$ cat src/design/lfsr_rwg_pkg.sv
// lfsr_rwg_pkg: types, constants and the 64-advance transfer map of the lfsr word generator
// used by lfsr_rwg_adv, lfsr_random_word_generator_core and lfsr_rwg_checker
// no dependencies
package lfsr_rwg_pkg;

    localparam int unsigned STATE_W = 64;
    localparam int unsigned WORD_W  = 32;
    localparam int unsigned N_STEPS = 64;

    localparam logic [STATE_W-1:0] C_LFSR_INIT = 64'hdeadbeefcafebabe;

    // feedback tap sets, one per phase of the 64 advances
    localparam int unsigned PH1_END = 16;
    localparam int unsigned PH2_END = 48;
    localparam int unsigned TAP_A1  = 1;
    localparam int unsigned TAP_A2  = 3;
    localparam int unsigned TAP_A3  = 7;
    localparam int unsigned TAP_B1  = 17;
    localparam int unsigned TAP_B2  = 29;
    localparam int unsigned TAP_B3  = 43;
    localparam int unsigned TAP_C1  = 53;
    localparam int unsigned TAP_C2  = 59;
    localparam int unsigned TAP_C3  = 61;

    typedef enum logic [0:0] {
        OP_DRAW = 1'b0,
        OP_SEED = 1'b1
    } t_op;

    // row i: which bits of the old state xor together into bit i of the new state
    typedef logic [STATE_W-1:0][STATE_W-1:0] t_map;

    function automatic t_map f_adv_map();
        t_map               m;
        logic [STATE_W-1:0] fb;
        for (int i = 0; i < STATE_W; i++) begin
            m[i] = {{(STATE_W-1){1'b0}}, 1'b1} << i;
        end
        for (int s = 0; s < N_STEPS; s++) begin
            if (s < PH1_END) begin
                fb = m[0] ^ m[TAP_A1] ^ m[TAP_A2] ^ m[TAP_A3];
            end else if (s < PH2_END) begin
                fb = m[0] ^ m[TAP_B1] ^ m[TAP_B2] ^ m[TAP_B3];
            end else begin
                fb = m[0] ^ m[TAP_C1] ^ m[TAP_C2] ^ m[TAP_C3];
            end
            for (int i = 0; i < STATE_W - 1; i++) begin
                m[i] = m[i+1];
            end
            m[STATE_W-1] = fb;
        end
        return m;
    endfunction

    localparam t_map C_ADV_MAP = f_adv_map();

endpackage

$ cat src/design/lfsr_random_word_generator_core.sv
// lfsr random word generator, 64-bit shift register, 32-bit words out
// a draw waits in the input reg while the output stalls; its word then goes to the result reg
// throughput: 1 item per cycle unless a draw stalls; all 64 advances run in one xor layer
// a seed item updates the state and produces no result
// reset (i_rst_n low, synchronous): state = 0xdeadbeefcafebabe, both stages emptied
// depends on lfsr_rwg_pkg and lfsr_rwg_adv
module lfsr_random_word_generator_core
    import lfsr_rwg_pkg::*;
(
    input  logic              i_clk,
    input  logic              i_rst_n,
    input  logic              s_axis_tvalid,
    output logic              s_axis_tready,
    input  logic [WORD_W-1:0] s_axis_tdata,   // [31:0] seed_value
    input  logic [0:0]        s_axis_tuser,   // [0] operation
    output logic              m_axis_tvalid,
    input  logic              m_axis_tready,
    output logic [WORD_W-1:0] m_axis_tdata    // [31:0] random_word
);

    logic               r_in_valid;
    t_op                r_in_op;
    logic [WORD_W-1:0]  r_in_seed;
    logic [STATE_W-1:0] r_state;
    logic               r_out_valid;
    logic [WORD_W-1:0]  r_out_word;

    logic [STATE_W-1:0] adv_state;
    logic               proceed;
    logic               s_accept;

    lfsr_rwg_adv u_adv (
        .i_state (r_state),
        .o_state (adv_state)
    );

    // seed items need no result slot, draws need the output free or leaving
    assign proceed  = r_in_valid && ((r_in_op == OP_SEED) || !r_out_valid || m_axis_tready);
    assign s_axis_tready = !r_in_valid || proceed;
    assign s_accept = s_axis_tvalid && s_axis_tready;

    always_ff @(posedge i_clk) begin
        if (!i_rst_n) begin
            r_in_valid  <= 1'b0;
            r_out_valid <= 1'b0;
            r_state     <= C_LFSR_INIT;
        end else begin
            if (s_accept) begin
                r_in_valid <= 1'b1;
            end else if (proceed) begin
                r_in_valid <= 1'b0;
            end

            if (proceed) begin
                unique case (r_in_op)
                    OP_SEED: r_state <= {{(STATE_W-WORD_W){1'b0}}, r_in_seed} ^ C_LFSR_INIT;
                    OP_DRAW: r_state <= adv_state;
                    default: r_state <= r_state;
                endcase
            end

            if (proceed && (r_in_op == OP_DRAW)) begin
                r_out_valid <= 1'b1;
            end else if (m_axis_tready) begin
                r_out_valid <= 1'b0;
            end
        end
    end

    always_ff @(posedge i_clk) begin
        if (s_accept) begin
            r_in_op   <= t_op'(s_axis_tuser[0]);
            r_in_seed <= s_axis_tdata;
        end
        if (proceed && (r_in_op == OP_DRAW)) begin
            r_out_word <= adv_state[WORD_W-1:0];
        end
    end

    assign m_axis_tvalid = r_out_valid;
    assign m_axis_tdata  = r_out_word;

endmodule

$ cat src/design/lfsr_rwg_adv.sv
// lfsr_rwg_adv: applies the 64-advance shift register transfer in one pass
// each new state bit is an xor of old bits selected by a constant row of lfsr_rwg_pkg
module lfsr_rwg_adv
    import lfsr_rwg_pkg::*;
(
    input  logic [STATE_W-1:0] i_state,
    output logic [STATE_W-1:0] o_state
);

    always_comb begin
        for (int i = 0; i < STATE_W; i++) begin
            o_state[i] = ^(i_state & C_ADV_MAP[i]);
        end
    end

endmodule

$ cat config.mk
export PLATFORM = sky130hd
export DESIGN_NAME = lfsr_random_word_generator_core
export DESIGN_NICKNAME = d
export VERILOG_FILES = /design/src/design/lfsr_rwg_pkg.sv /design/src/design/lfsr_random_word_generator_core.sv /design/src/design/lfsr_rwg_adv.sv
export SDC_FILE = /design/constraint.sdc
export NUM_CORES = 1
export LEC_CHECK = 0
export BUFFER_PORTS_ARGS = -buffer_cell sky130_fd_sc_hd__buf_4
export CAP_MARGIN = 10
export CORE_ASPECT_RATIO = 0.9
export CORE_MARGIN = 3
export CORE_UTILIZATION = 44
export CTS_CLUSTER_DIAMETER = 30
export DETAILED_ROUTE_END_ITERATION = 10
export SYNTH_ARGS = -nofsm -noshare
export SYNTH_HDL_FRONTEND = slang
export SYNTH_SLANG_ARGS = --single-unit
$ cat constraint.sdc
create_clock -name i_clk -period 3.5 [get_ports i_clk]
set_input_delay 0.525 -clock i_clk [delete_from_list [all_inputs] [get_ports i_clk]]
set_output_delay 0.525 -clock i_clk [all_outputs]
set_load 0.02 [all_outputs]
# ---- Yosys cells after proc, flatten, opt, wreduce, memory -nomap -nowiden
# Cells that the tools add are included.
dict set report totals {
  output_inout_bits 34
  wordCells 87
  input_bits 37
  register_bits 131
}
dict set report op_classes {
  n_bitwise 2
  mux 5
  reduce_logical 74
}
# op n
set op_table {}
lappend op_table {{64-bit parity} 64}
lappend op_table {{64-bit one-hot mux with 2 select lines} 1}
lappend op_table {{22-bit NOT with 46-bit output} 1}
lappend op_table {{1-bit 2-to-1 mux} 4}
lappend op_table {{2-bit nonzero test} 2}
lappend op_table {{1-bit logical AND} 3}
lappend op_table {{1-bit logical OR} 3}
lappend op_table {{1-bit logical NOT} 2}
lappend op_table {{1-bit NOT} 1}

# ---- Logic depth before layout (Yosys ltp)
# Gate-level depths: netlist of run 1.
dict set report depth {
  ltp_word 7
  depth_mapped 8
  ltp_nobuf 6
}

# ---- Hierarchy
# Synthesis of run 1 repeated with hierarchy kept, for this count alone.
dict set report unflattened {
  hier_cells 740
  hier_area_um2 8627.0
}
# module cells_per_inst seq_area_each_um2 n_inst area_each_um2
set by_module_without_submodules {}
lappend by_module_without_submodules {lfsr_random_word_generator_core 398 3273.1 1 4914.7}
lappend by_module_without_submodules {lfsr_rwg_adv 342 0.0 1 3712.3}

# ---- Least setup slack after synthesis of run 1
# No wires, ideal clock.
dict set report synth_path {
  path_type {input-to-reg}
  start {in m_axis_tready}
  end {reg r_in_op, enable pin}
  required_time_ns 3.073
  n_path_buf 0
  setup_slack_ns 0.799
  t_arrival_ns 2.274
  setup_ns 0.427
  path_stages 3
  path_cell_list {nand2b_1 nor2_1 nor2b_1}
}
dict set report synth_between {
  elab_chain_cells 4
}
# element line
set synth_rtl {}
lappend synth_rtl {{from (decl)} lfsr_random_word_generator_core.sv:17} ;# input logic m_axis_tready,
lappend synth_rtl {{1-bit logical OR} lfsr_random_word_generator_core.sv:38} ;# assign proceed = r_in_valid && ((r_in_op == OP_SEED) || !r_out_valid || m_axis_tready);
lappend synth_rtl {{1-bit logical AND} lfsr_random_word_generator_core.sv:38}
lappend synth_rtl {{1-bit logical OR} lfsr_random_word_generator_core.sv:39} ;# assign s_axis_tready = !r_in_valid || proceed;
lappend synth_rtl {{1-bit logical AND} lfsr_random_word_generator_core.sv:40} ;# assign s_accept = s_axis_tvalid && s_axis_tready;
lappend synth_rtl {{net s_accept} lfsr_random_word_generator_core.sv:30} ;# logic s_accept;
lappend synth_rtl {{to (signal assigned)} lfsr_random_word_generator_core.sv:72} ;# r_in_op <= t_op'(s_axis_tuser[0]);
lappend synth_rtl {{to (decl)} lfsr_random_word_generator_core.sv:22} ;# t_op r_in_op;
# The timed path passes the listed nets, and every way through them passes these cells.
# A chain may end at the register's enable or synchronous reset.

# ---- Worst setup path after layout of run 1
dict set report layout_path {
  start {reg r_state[7]}
  end {reg r_state[49]}
}
dict set report layout_between {
  elab_chain_cells 2
}
# element line
set layout_rtl {}
lappend layout_rtl {{from (decl)} lfsr_random_word_generator_core.sv:24} ;# logic [STATE_W-1:0] r_state;
lappend layout_rtl {{from (signal assigned)} lfsr_random_word_generator_core.sv:56} ;# OP_SEED: r_state <= {{(STATE_W-WORD_W){1'b0}}, r_in_seed} ^ C_LFSR_INIT;
lappend layout_rtl {{from (signal assigned)} lfsr_random_word_generator_core.sv:57} ;# OP_DRAW: r_state <= adv_state;
lappend layout_rtl {{from (signal assigned)} lfsr_random_word_generator_core.sv:58} ;# default: r_state <= r_state;
lappend layout_rtl {{64-bit parity} lfsr_rwg_adv.sv:12} ;# o_state[i] = ^(i_state & C_ADV_MAP[i]);
lappend layout_rtl {{64-bit one-hot mux with 2 select lines} lfsr_random_word_generator_core.sv:55} ;# unique case (r_in_op)
# Every way passes these cells.

==> metrics.cfg, run 1 <==
[die]
die_area_um2=20000
die_y_um=134
start_util_pct=45.3
fp-row-count=46
die_x_um=149
io_pins=71
core_area_um2=17800

[yosys]
synth-main-ff-cell=edfxtp_1
synth-seq-area-share_pct=40.4
synth_seq_cells=130
synthArstFlopShare_pct=0
synth_top_area_cell=edfxtp_1
syn_nets=763
synthTopCellsByArea=edfxtp_1 24%, xnor2_1 21%, dfxtp_1 16%
syn_avg_cell_area_um2=11.1
synth-edff-count=65
yosysTopAreaCellShare_pct=24.2
synth_warnings=0
netlist_instances=726
syn-cell-area_um2=8050
synth.distinct_cells=41

[clock_tree]
cts-hold-fix-buffers=0
clk_path_buf_depth=2
cts_resized=0
worst_skew_pair.late_latency_ps=430
cts_root_buffer=clkbuf_16
cts_sinks=130
htreeDepth=4
postCtsSetupBuffers=0
clk_pin_slew_ps=70
cts_buffers=17
cts_tree=yes

[detailed_routing]
drc=0
wl_met1_um=10400
drt-initial-drc-count=404
first_pass_iters=5
vias_per_cell=5.23
drtAntennaViolNets=0
wirelength_um=23200
top_layer=met4
vias=5285
wl_per_cell_um=22.9
wl_met3_um=1150
met2_length_um=11000

[global_route]
antenna_found_initial=0
grt_first_pass_wirelength_um=35100
grt_max_degree=52
grt_pass1_vias=5466
gr-total-overflow=0
grtUsageTotal_pct=24.1

[final_layout]
nets=795
antennaDiodeCount=0
final_cell_mix=196 x xnor2_1, 84 x buf_4, 65 x edfxtp_1, 65 x dfxtp_1, 63 x xor2_1
final_common_cell=xnor2_1
syn_to_final_growth_pct=15.3
fin_area_um2=9280
drive_above_1_share_pct=17.8
n_fill_cell=1604

[timing]
totalNegativeSetupSlack_ps=0
rsz0062_at_grt=false
fin_skew_ps=12.1
finalCriticalPeriod_ps=2490
slew_viol_final=0
setup_violations=0
finalHoldViolations=0
min_period_over_period_pct=71.0
worst_pin_slew_ps=1010
slew_headroom_pct=32.4
fmax_mhz=402

[flow_run]
cap_violations=0

[pwr]
power_uw=10400
power_density_nw_per_um2=1120
cellLeakagePower_uw=0.00365
max-vdd-ir-drop_v=0.000433

[min_path]
hold_path_class=in -> reg
whs_path_depth=1
min_to=r_in_op$_DFFE_PP_
hp-start=s_axis_tuser

[critical_path]
reg2reg_slack_ps=1010
crit_type=reg -> reg
crit_fanout=7
rr_endpoint=r_state[49]$_SDFFE_PN0P_
critPathRequiredTime_ps=3860
setup.worst_path.end_class=register
reg2regPathDepth=6
crit_arrival_ps=2840
startpoint_type=register
r2r_start=r_state[7]$_SDFFE_PN1P_

[run_status]
outcome=completed

[placed_design]
dpl.hpwl_um=16900
port_buffers=70
dpl_cell_area_um2=8660
globalplace.congestion=0.946

-- state kept, by name (all words and copies together), names as in the netlist --
register and cells:
r_state 63, r_in_seed 32, r_in_valid 1, r_in_op 1
m_axis_tdata 32, m_axis_tvalid 1
-- cells by family after synthesis --
kind of cell	count (synthesis)	share of synthesized area (%)
flops	130	40.4
buf+inv	79	4.48
xor+xnor	305	39.9
compound gates	76	6.78
mux	11	1.37
simple gates	125	7.12
-- cell usage after synthesis, types with 9 or more instances --
| library cell | n |
|---|---|
| xnor2_1 | 196 |
| dfxtp_1 | 65 |
| edfxtp_1 | 65 |
| xor2_1 | 63 |
| nand2_1 | 60 |
| clkbuf_1 | 31 |
| buf_2 | 30 |
| xnor3_1 | 24 |
| o211ai_1 | 19 |
| nand3_1 | 16 |
| nor2_1 | 15 |
| mux2i_1 | 11 |
| o21ai_0 | 11 |
| xnor2_2 | 11 |
| o22a_1 | 9 |
| o22ai_1 | 9 |
-- layout make-up --
cell class	count	area (µm²)	area share (%)
Clock buffer	17	425	4.58
Clock inverter	15	196	2.12
Inverter	8	30.0	0.323
Multi-Input combinational cell	517	4450	47.9
Sequential cell	130	3250	35.0
Tap cell	240	300	3.23
Timing Repair Buffer	84	631	6.79
-- power by group --
group          switching (µW)  internal (µW)
clock                     769           1140
combinational            2910           3280
sequential                423           1890
total                    4100           6310
-- metrics by stage --
step	std cells	hold slack, ps	util (%)	setup WS [ps]
finish	1011	263	52.2	1010
global route	1011	243	52.2	912
CTS	1011	249	52.2	997
detailed placement	979	496	48.7	1050
global placement	979	481	48.7	1060
floorplan	726	462	-	799
-- per-layer routing --
metal / vias to the layer above / GRT usage (%)
met5: - / 0
met4: 0 / 8.67
met3: 38 / 4.09
met2: 181 / 38.4
met1: 2604 / 33.3
li1: 2462 / -
-- worst max-delay path, cell delays in order (launching register included) --
cell     delay (ps)
dfxtp_1         620
xor2_2          200
xnor2_1         430
xnor3_1         420
xnor3_1         350
or3_1           320
o21ai_1          80
-- worst max path at each step --
stage | from | to | slack [ps] | depth (start not counted)
finish | r_state[7]$_SDFFE_PN1P_ | r_state[49]$_SDFFE_PN0P_ | 1010 | 6
global route | r_state[7]$_SDFFE_PN1P_ | r_state[49]$_SDFFE_PN0P_ | 910 | 6
CTS | r_state[7]$_SDFFE_PN1P_ | r_state[49]$_SDFFE_PN0P_ | 1000 | 6
detailed placement | r_state[7]$_SDFFE_PN1P_ | r_state[49]$_SDFFE_PN0P_ | 1050 | 6
global placement | r_state[11]$_SDFFE_PN1P_ | r_state[63]$_SDFFE_PN1P_ | 1060 | 6
floorplan | m_axis_tready | r_in_op$_DFFE_PP_ | 800 | 3
Power figures use the tool's default switching activity.
==> inputs of run 2 (changes only) <==
==> constraint.sdc (replaced) <==
create_clock -name i_clk -period 2.13 [get_ports i_clk]
set_input_delay 0.3195 -clock i_clk [delete_from_list [all_inputs] [get_ports i_clk]]
set_output_delay 0.3195 -clock i_clk [all_outputs]
set_load 0.02 [all_outputs]
==> metrics.cfg, run 2 (synthesis results as in run 1) <==
[placed_design]
dp_worst_setup_slack_ps=-37.9  ; -1090 ps
globalplace.congestion=0.972  ; +2.8%
port_buffers=70  ; unchanged
dpl.hpwl_um=18300  ; +7.9%
dp.cells=1093  ; +12%

[detailed_routing]
vias_per_cell=5.03  ; -3.8%
vias=5670  ; +7.3%
drtAntennaViolNets=0  ; unchanged
drc=0  ; unchanged
first_pass_iters=5  ; unchanged
wl_per_cell_um=21.7  ; -5.3%
wirelength_um=24500  ; +5.7%
drt-initial-drc-count=388  ; -4.0%

[timing]
finalCriticalPeriod_ps=2080  ; -404 ps
fin_skew_ps=14.2  ; +2.11 ps
finalHoldViolations=0  ; unchanged
fmax_mhz=480  ; +19%
slew_viol_final=0  ; unchanged
holdWs_ps=62.9  ; -200 ps
slew_headroom_pct=31.2  ; -1.2 points
min_period_over_period_pct=97.7  ; +27 points
rsz0062_at_grt=true
setup_ws_ps=48.6  ; -966 ps
worst_pin_slew_ps=1030  ; +17.8 ps
setup_violations=0  ; unchanged

[critical_path]
reg2reg_slack_ps=50  ; -970 ps
path_depth=6  ; unchanged
crit_arrival_ps=2400  ; -440 ps
rr_endpoint=r_state[57]$_SDFFE_PN1P_
critPathRequiredTime_ps=2450  ; -1410 ps
slowest_delay_ps=420  ; -200 ps
reg2regPathDepth=6  ; unchanged
endpoint=r_state[57]$_SDFFE_PN1P_
crit_type=reg -> reg
crit_family=XOR/XNOR gates
startpoint_type=register
worstPathCellList=xor2_1, xnor2_1, xnor2_2, xnor3_1, xnor2_1, o22a_1
cp_num_buf_inv=0  ; unchanged
r2r_start=r_state[2]$_SDFFE_PN1P_
path_common_cell=xnor2_1
setup.worst_path.end_class=register
crit_fanout=3  ; -4
critPathLaunch=r_state[2]$_SDFFE_PN1P_
crit_slowest_cell=xnor3_1

[run_status]
outcome=completed

[global_route]
grt_max_degree=69  ; +33%
antenna_found_initial=0  ; unchanged
gr-total-overflow=0  ; unchanged
grt_first_pass_wirelength_um=36900  ; +5.0%
grt_pass1_vias=5898  ; +7.9%
grtUsageTotal_pct=25.4  ; +1.2 points

[die]
fp-row-count=46  ; unchanged
core_area_um2=17800  ; unchanged
die_y_um=134  ; unchanged
die_x_um=149  ; unchanged
start_util_pct=45.3  ; unchanged
die_area_um2=20000  ; unchanged
io_pins=71  ; unchanged

[flow_run]
cap_violations=0  ; unchanged

[final_layout]
n_fill_cell=1517  ; -5.4%
syn_to_final_growth_pct=28.3
largest_reg_flops=63  ; unchanged
regMostFlops=r_state
fin_cells=1128  ; +12%
final_cell_mix=195 x buf_4, 188 x xnor2_1, 65 x edfxtp_1
nets=913  ; +15%
drive_above_1_share_pct=31.2  ; +13 points
final_common_cell=buf_4
antennaDiodeCount=0  ; unchanged
utilization_pct=58.1  ; +5.9 points

[clock_tree]
clk_path_buf_depth=2  ; unchanged
worst_skew_pair.late_latency_ps=430  ; about the same
clk_pin_slew_ps=70  ; about the same
cts_tree=yes
htreeDepth=4  ; unchanged
cts_buffers=17  ; unchanged
cts_root_buffer=clkbuf_16
cts_sinks=130  ; unchanged

[pwr]
power_density_nw_per_um2=1800  ; +61%
cellLeakagePower_uw=0.00427  ; +17%
max-vdd-ir-drop_v=0.000686  ; +58%

[min_path]
whs_path_depth=1  ; unchanged
hold_path_class=in -> reg

[run 2: changes by cell type in the layout (fill, tap and decap cells not counted), moves of 4 or more]
cell | previous run | this run
buf_4 | 84 | 195
dfxtp_1 | 65 | 57
dfxtp_2 | 0 | 8
xnor2_1 | 196 | 188
buf_12 | 0 | 7
xnor2_2 | 11 | 18
xnor3_1 | 24 | 20
xnor3_2 | 1 | 5
[run 2: worst register-to-register path, cell delays in order (launching register included)]
cell and delay (ps):
dfxtp_1 370, xor2_1 300, xnor2_1 180, xnor2_2 400, xnor3_1 420, xnor2_1 150
o22a_1 170
[run 2: worst min path at each step]
stage | start | to | slack, ps
2_1_floorplan | s_axis_tuser | r_in_op$_DFFE_PP_ | 420
5_1_grt | s_axis_tdata[28] | r_in_seed[28]$_DFFE_PP_ | 50
6_report | s_axis_tdata[3] | r_in_seed[3]$_DFFE_PP_ | 60
4_1_cts | s_axis_tdata[11] | r_in_seed[11]$_DFFE_PP_ | 50
3_5_place_dp | r_state[30]$_SDFFE_PN1P_ | r_state[30]$_SDFFE_PN1P_ | 490
3_3_place_gp | r_state[27]$_SDFFE_PN1P_ | r_state[27]$_SDFFE_PN1P_ | 480
[run 2: what timing repair did]
item	in CTS	in global routing
hold buffers	0	0
setup endpoints to repair	6	15
pin swaps	0	7
setup buffers	0	4
resized for setup	5	21
[run 2: report_power, final]
group	switching (µW)	leakage (µW)	internal [µW]
Sequential	385	0.00115	3110
Combinational	5510	0.00283	6650
Clock	1190	0.000286	1760
[run 2: metrics by stage]
| step | cell area (µm²) | TNS (ps) | total power (µW) |
|---|---|---|---|
| after floorplan | 8050 | 0 | 12000 |
| after global placement | 9610 | -85.3 | 15400 |
| after detailed placement | 9610 | -57.5 | 15400 |
| after CTS | 10200 | 0 | 18400 |
| after global routing | 10300 | -76.4 | 19600 |
| final | 10300 | 0 | 18600 |
[run 2: metal layers]
layer	global-route usage, %	wire, µm	vias up
met5	0	0	-
met4	12.4	1190	0
met3	5.81	1310	52
met2	38.6	10800	159
met1	34.2	11200	2768
li1	-	-	2691
[run 2: cell type report]
class                   count  area (µm²)  area share (%)
clock buffers              19         443            4.29
inverters                   8        30.0           0.291
multi-input cells         517        4560            44.1
well taps                 240         300            2.91
repair buffers            202        1600            15.5
flip-flops and latches    130        3260            31.6
clock inverters            12         131            1.27
==> inputs of run 3 (changes only) <==
--- a/config.mk
+++ b/config.mk
@@ -10,8 +10,10 @@
 export CORE_ASPECT_RATIO = 0.9
 export CORE_MARGIN = 3
 export CORE_UTILIZATION = 44
+export CTS_BUF_LIST = sky130_fd_sc_hd__clkbuf_4 sky130_fd_sc_hd__clkbuf_8
 export CTS_CLUSTER_DIAMETER = 30
 export DETAILED_ROUTE_END_ITERATION = 10
+export HOLD_SLACK_MARGIN = 0.15
 export SYNTH_ARGS = -nofsm -noshare
 export SYNTH_HDL_FRONTEND = slang
 export SYNTH_SLANG_ARGS = --single-unit
==> constraint.sdc (replaced) <==
create_clock -name i_clk -period 1.88 [get_ports i_clk]
set_input_delay 0.282 -clock i_clk [delete_from_list [all_inputs] [get_ports i_clk]]
set_output_delay 0.282 -clock i_clk [all_outputs]
set_load 0.02 [all_outputs]
==> metrics.cfg, run 3 (synthesis results as in run 1) <==
[die]
fp-row-count=46  ; unchanged
core_area_um2=17800  ; unchanged
die_x_um=149  ; unchanged
start_util_pct=45.3  ; unchanged
io_pins=71  ; unchanged
die_y_um=134  ; unchanged
die_area_um2=20000  ; unchanged

[min_path]
whs_path_depth=4  ; +3
hold_path_class=in -> reg
min_to=m_axis_tvalid$_SDFFE_PN0P_
hp-start=m_axis_tready

[detailed_routing]
drc=0  ; unchanged
vias_per_cell=5.05  ; +0.43%
wl_per_cell_um=20.8  ; -4.0%
vias=6255  ; +10%
wirelength_um=25800  ; +5.5%
first_pass_iters=4  ; -1
drt-initial-drc-count=429  ; +11%
drtAntennaViolNets=0  ; unchanged

[flow_run]
cap_violations=0  ; unchanged

[timing]
fin_skew_ps=22.1  ; +7.89 ps
fmax_mhz=494  ; +2.8%
rsz0062_at_grt=true
min_period_over_period_pct=108  ; +10 points
setup_violations=15  ; +15
slew_viol_final=0  ; unchanged
finalCriticalPeriod_ps=2020  ; -56.9 ps
slew_headroom_pct=33.6  ; +2.4 points
worst_pin_slew_ps=996  ; -34.0 ps
finalHoldViolations=0  ; unchanged
setup_ws_ps=-144  ; -193 ps

[clock_tree]
cts_tree=yes
clk_pin_slew_ps=80  ; about the same
worst_skew_pair.late_latency_ps=470  ; +40 ps
clk_path_buf_depth=2  ; unchanged
htreeDepth=4  ; unchanged
cts_sinks=130  ; unchanged
cts_buffers=17  ; unchanged
cts_root_buffer=clkbuf_8

[final_layout]
largest_reg_flops=63  ; unchanged
fin_area_um2=12100  ; +17%
n_fill_cell=1302  ; -14%
regMostFlops=r_state
nets=1023  ; +12%
final_common_cell=buf_4
drive_above_1_share_pct=47.6  ; +16 points
final_cell_mix=258 x buf_4, 128 x xnor2_1, 65 x edfxtp_1
antennaDiodeCount=0  ; unchanged
syn_to_final_growth_pct=50.6

[global_route]
antenna_found_initial=0  ; unchanged
gr-total-overflow=0  ; unchanged
grt_max_degree=44  ; -36%
grt_pass1_vias=6355  ; +7.7%
grtUsageTotal_pct=25.8  ; +0.40 points
grt_first_pass_wirelength_um=38100  ; +3.2%

[critical_path]
critPathRequiredTime_ps=2240  ; -210 ps
crit_arrival_ps=2380  ; -20 ps
setup.worst_path.end_class=register
r2r_start=r_state[3]$_SDFFE_PN1P_
startpoint_type=register
crit_fanout=4  ; +1
reg2reg_slack_ps=-140  ; -190 ps
crit_type=reg -> reg
reg2regPathDepth=6  ; unchanged
rr_endpoint=r_state[62]$_SDFFE_PN1P_

[placed_design]
port_buffers=70  ; unchanged
dp_worst_setup_slack_ps=-246  ; -208 ps
globalplace.congestion=0.964  ; -0.81%
dpl.hpwl_um=19100  ; +4.2%
dpl_cell_area_um2=10200  ; +5.9%

[run_status]
violations=setup timing
outcome=complete, but fails checks

[pwr]
cellLeakagePower_uw=0.00512  ; +20%
power_density_nw_per_um2=1920  ; +6.8%
max-vdd-ir-drop_v=0.00102  ; +48%

[run 3: final cells by class]
type                       instances  area (µm²)  area share [%]
tap                              240         300            2.48
inverter                           8        30.0           0.248
clock inverter                    13         154            1.27
sequential                       130        3340            27.5
clock buffer                      19         249            2.05
multi-input combinational        517        5470            45.1
timing repair buffer             312        2580            21.3
[run 3: worst max-delay path by stage]
stage | from | to | slack, ps | depth (start not counted)
floorplan | r_state[1]$_SDFFE_PN1P_ | r_state[62]$_SDFFE_PN1P_ | -70 | 7
global placement | r_state[16]$_SDFFE_PN0P_ | r_state[61]$_SDFFE_PN0P_ | -260 | 7
detailed placement | r_state[8]$_SDFFE_PN0P_ | r_state[61]$_SDFFE_PN0P_ | -250 | 7
CTS | r_state[3]$_SDFFE_PN1P_ | r_state[62]$_SDFFE_PN1P_ | -130 | 6
global route | r_state[3]$_SDFFE_PN1P_ | r_state[62]$_SDFFE_PN1P_ | -220 | 6
finish | r_state[3]$_SDFFE_PN1P_ | r_state[62]$_SDFFE_PN1P_ | -140 | 6
[run 3: worst max-delay path, cell delays in order (launching register included)]
cell,delay [ps]
dfxtp_2,340
xnor3_2,500
xnor2_2,170
xnor2_1,180
xnor3_1,430
xnor2_1,140
o22a_1,150
[run 3: routing by layer]
layer	part of all wire, %	vias up	GRT usage [%]	wire length (µm)
met4	3.3	0	8.98	842
met3	4.4	45	4.05	1140
met1	44	3115	34.8	11300
li1	-	2916	-	-
met2	49	179	42.3	12600
met5	0	-	0	0
[run 3: where the power goes]
part           leakage [µW]  internal [µW]  switching (µW)
registers           0.00114           3550             494
clock network      0.000192           1230            1290
logic               0.00378           9510            7230
[run 3: stage by stage]
step                hold slack, ps  setup TNS [ps]  instances  util, %  total power (µW)
detailed placement             461           -3120       1157     57.2             18200
finish                         296           -1020       1239     68.2             23300
CTS                            218            -802       1233     64.4             21700
global route                   313           -2500       1239     68.2             24300
floorplan                      381           -72.2        726        -             13700
global placement               460           -3040       1157     57.2             18100
[run 3: timing repair]
action / CTS / global route
hold endpoints to repair: 47 / 0
buffers inserted: 9 / 7
pin swaps: 26 / 47
setup endpoints to repair: 28 / 38
resized for setup: 89 / 99
hold buffers: 35 / 0
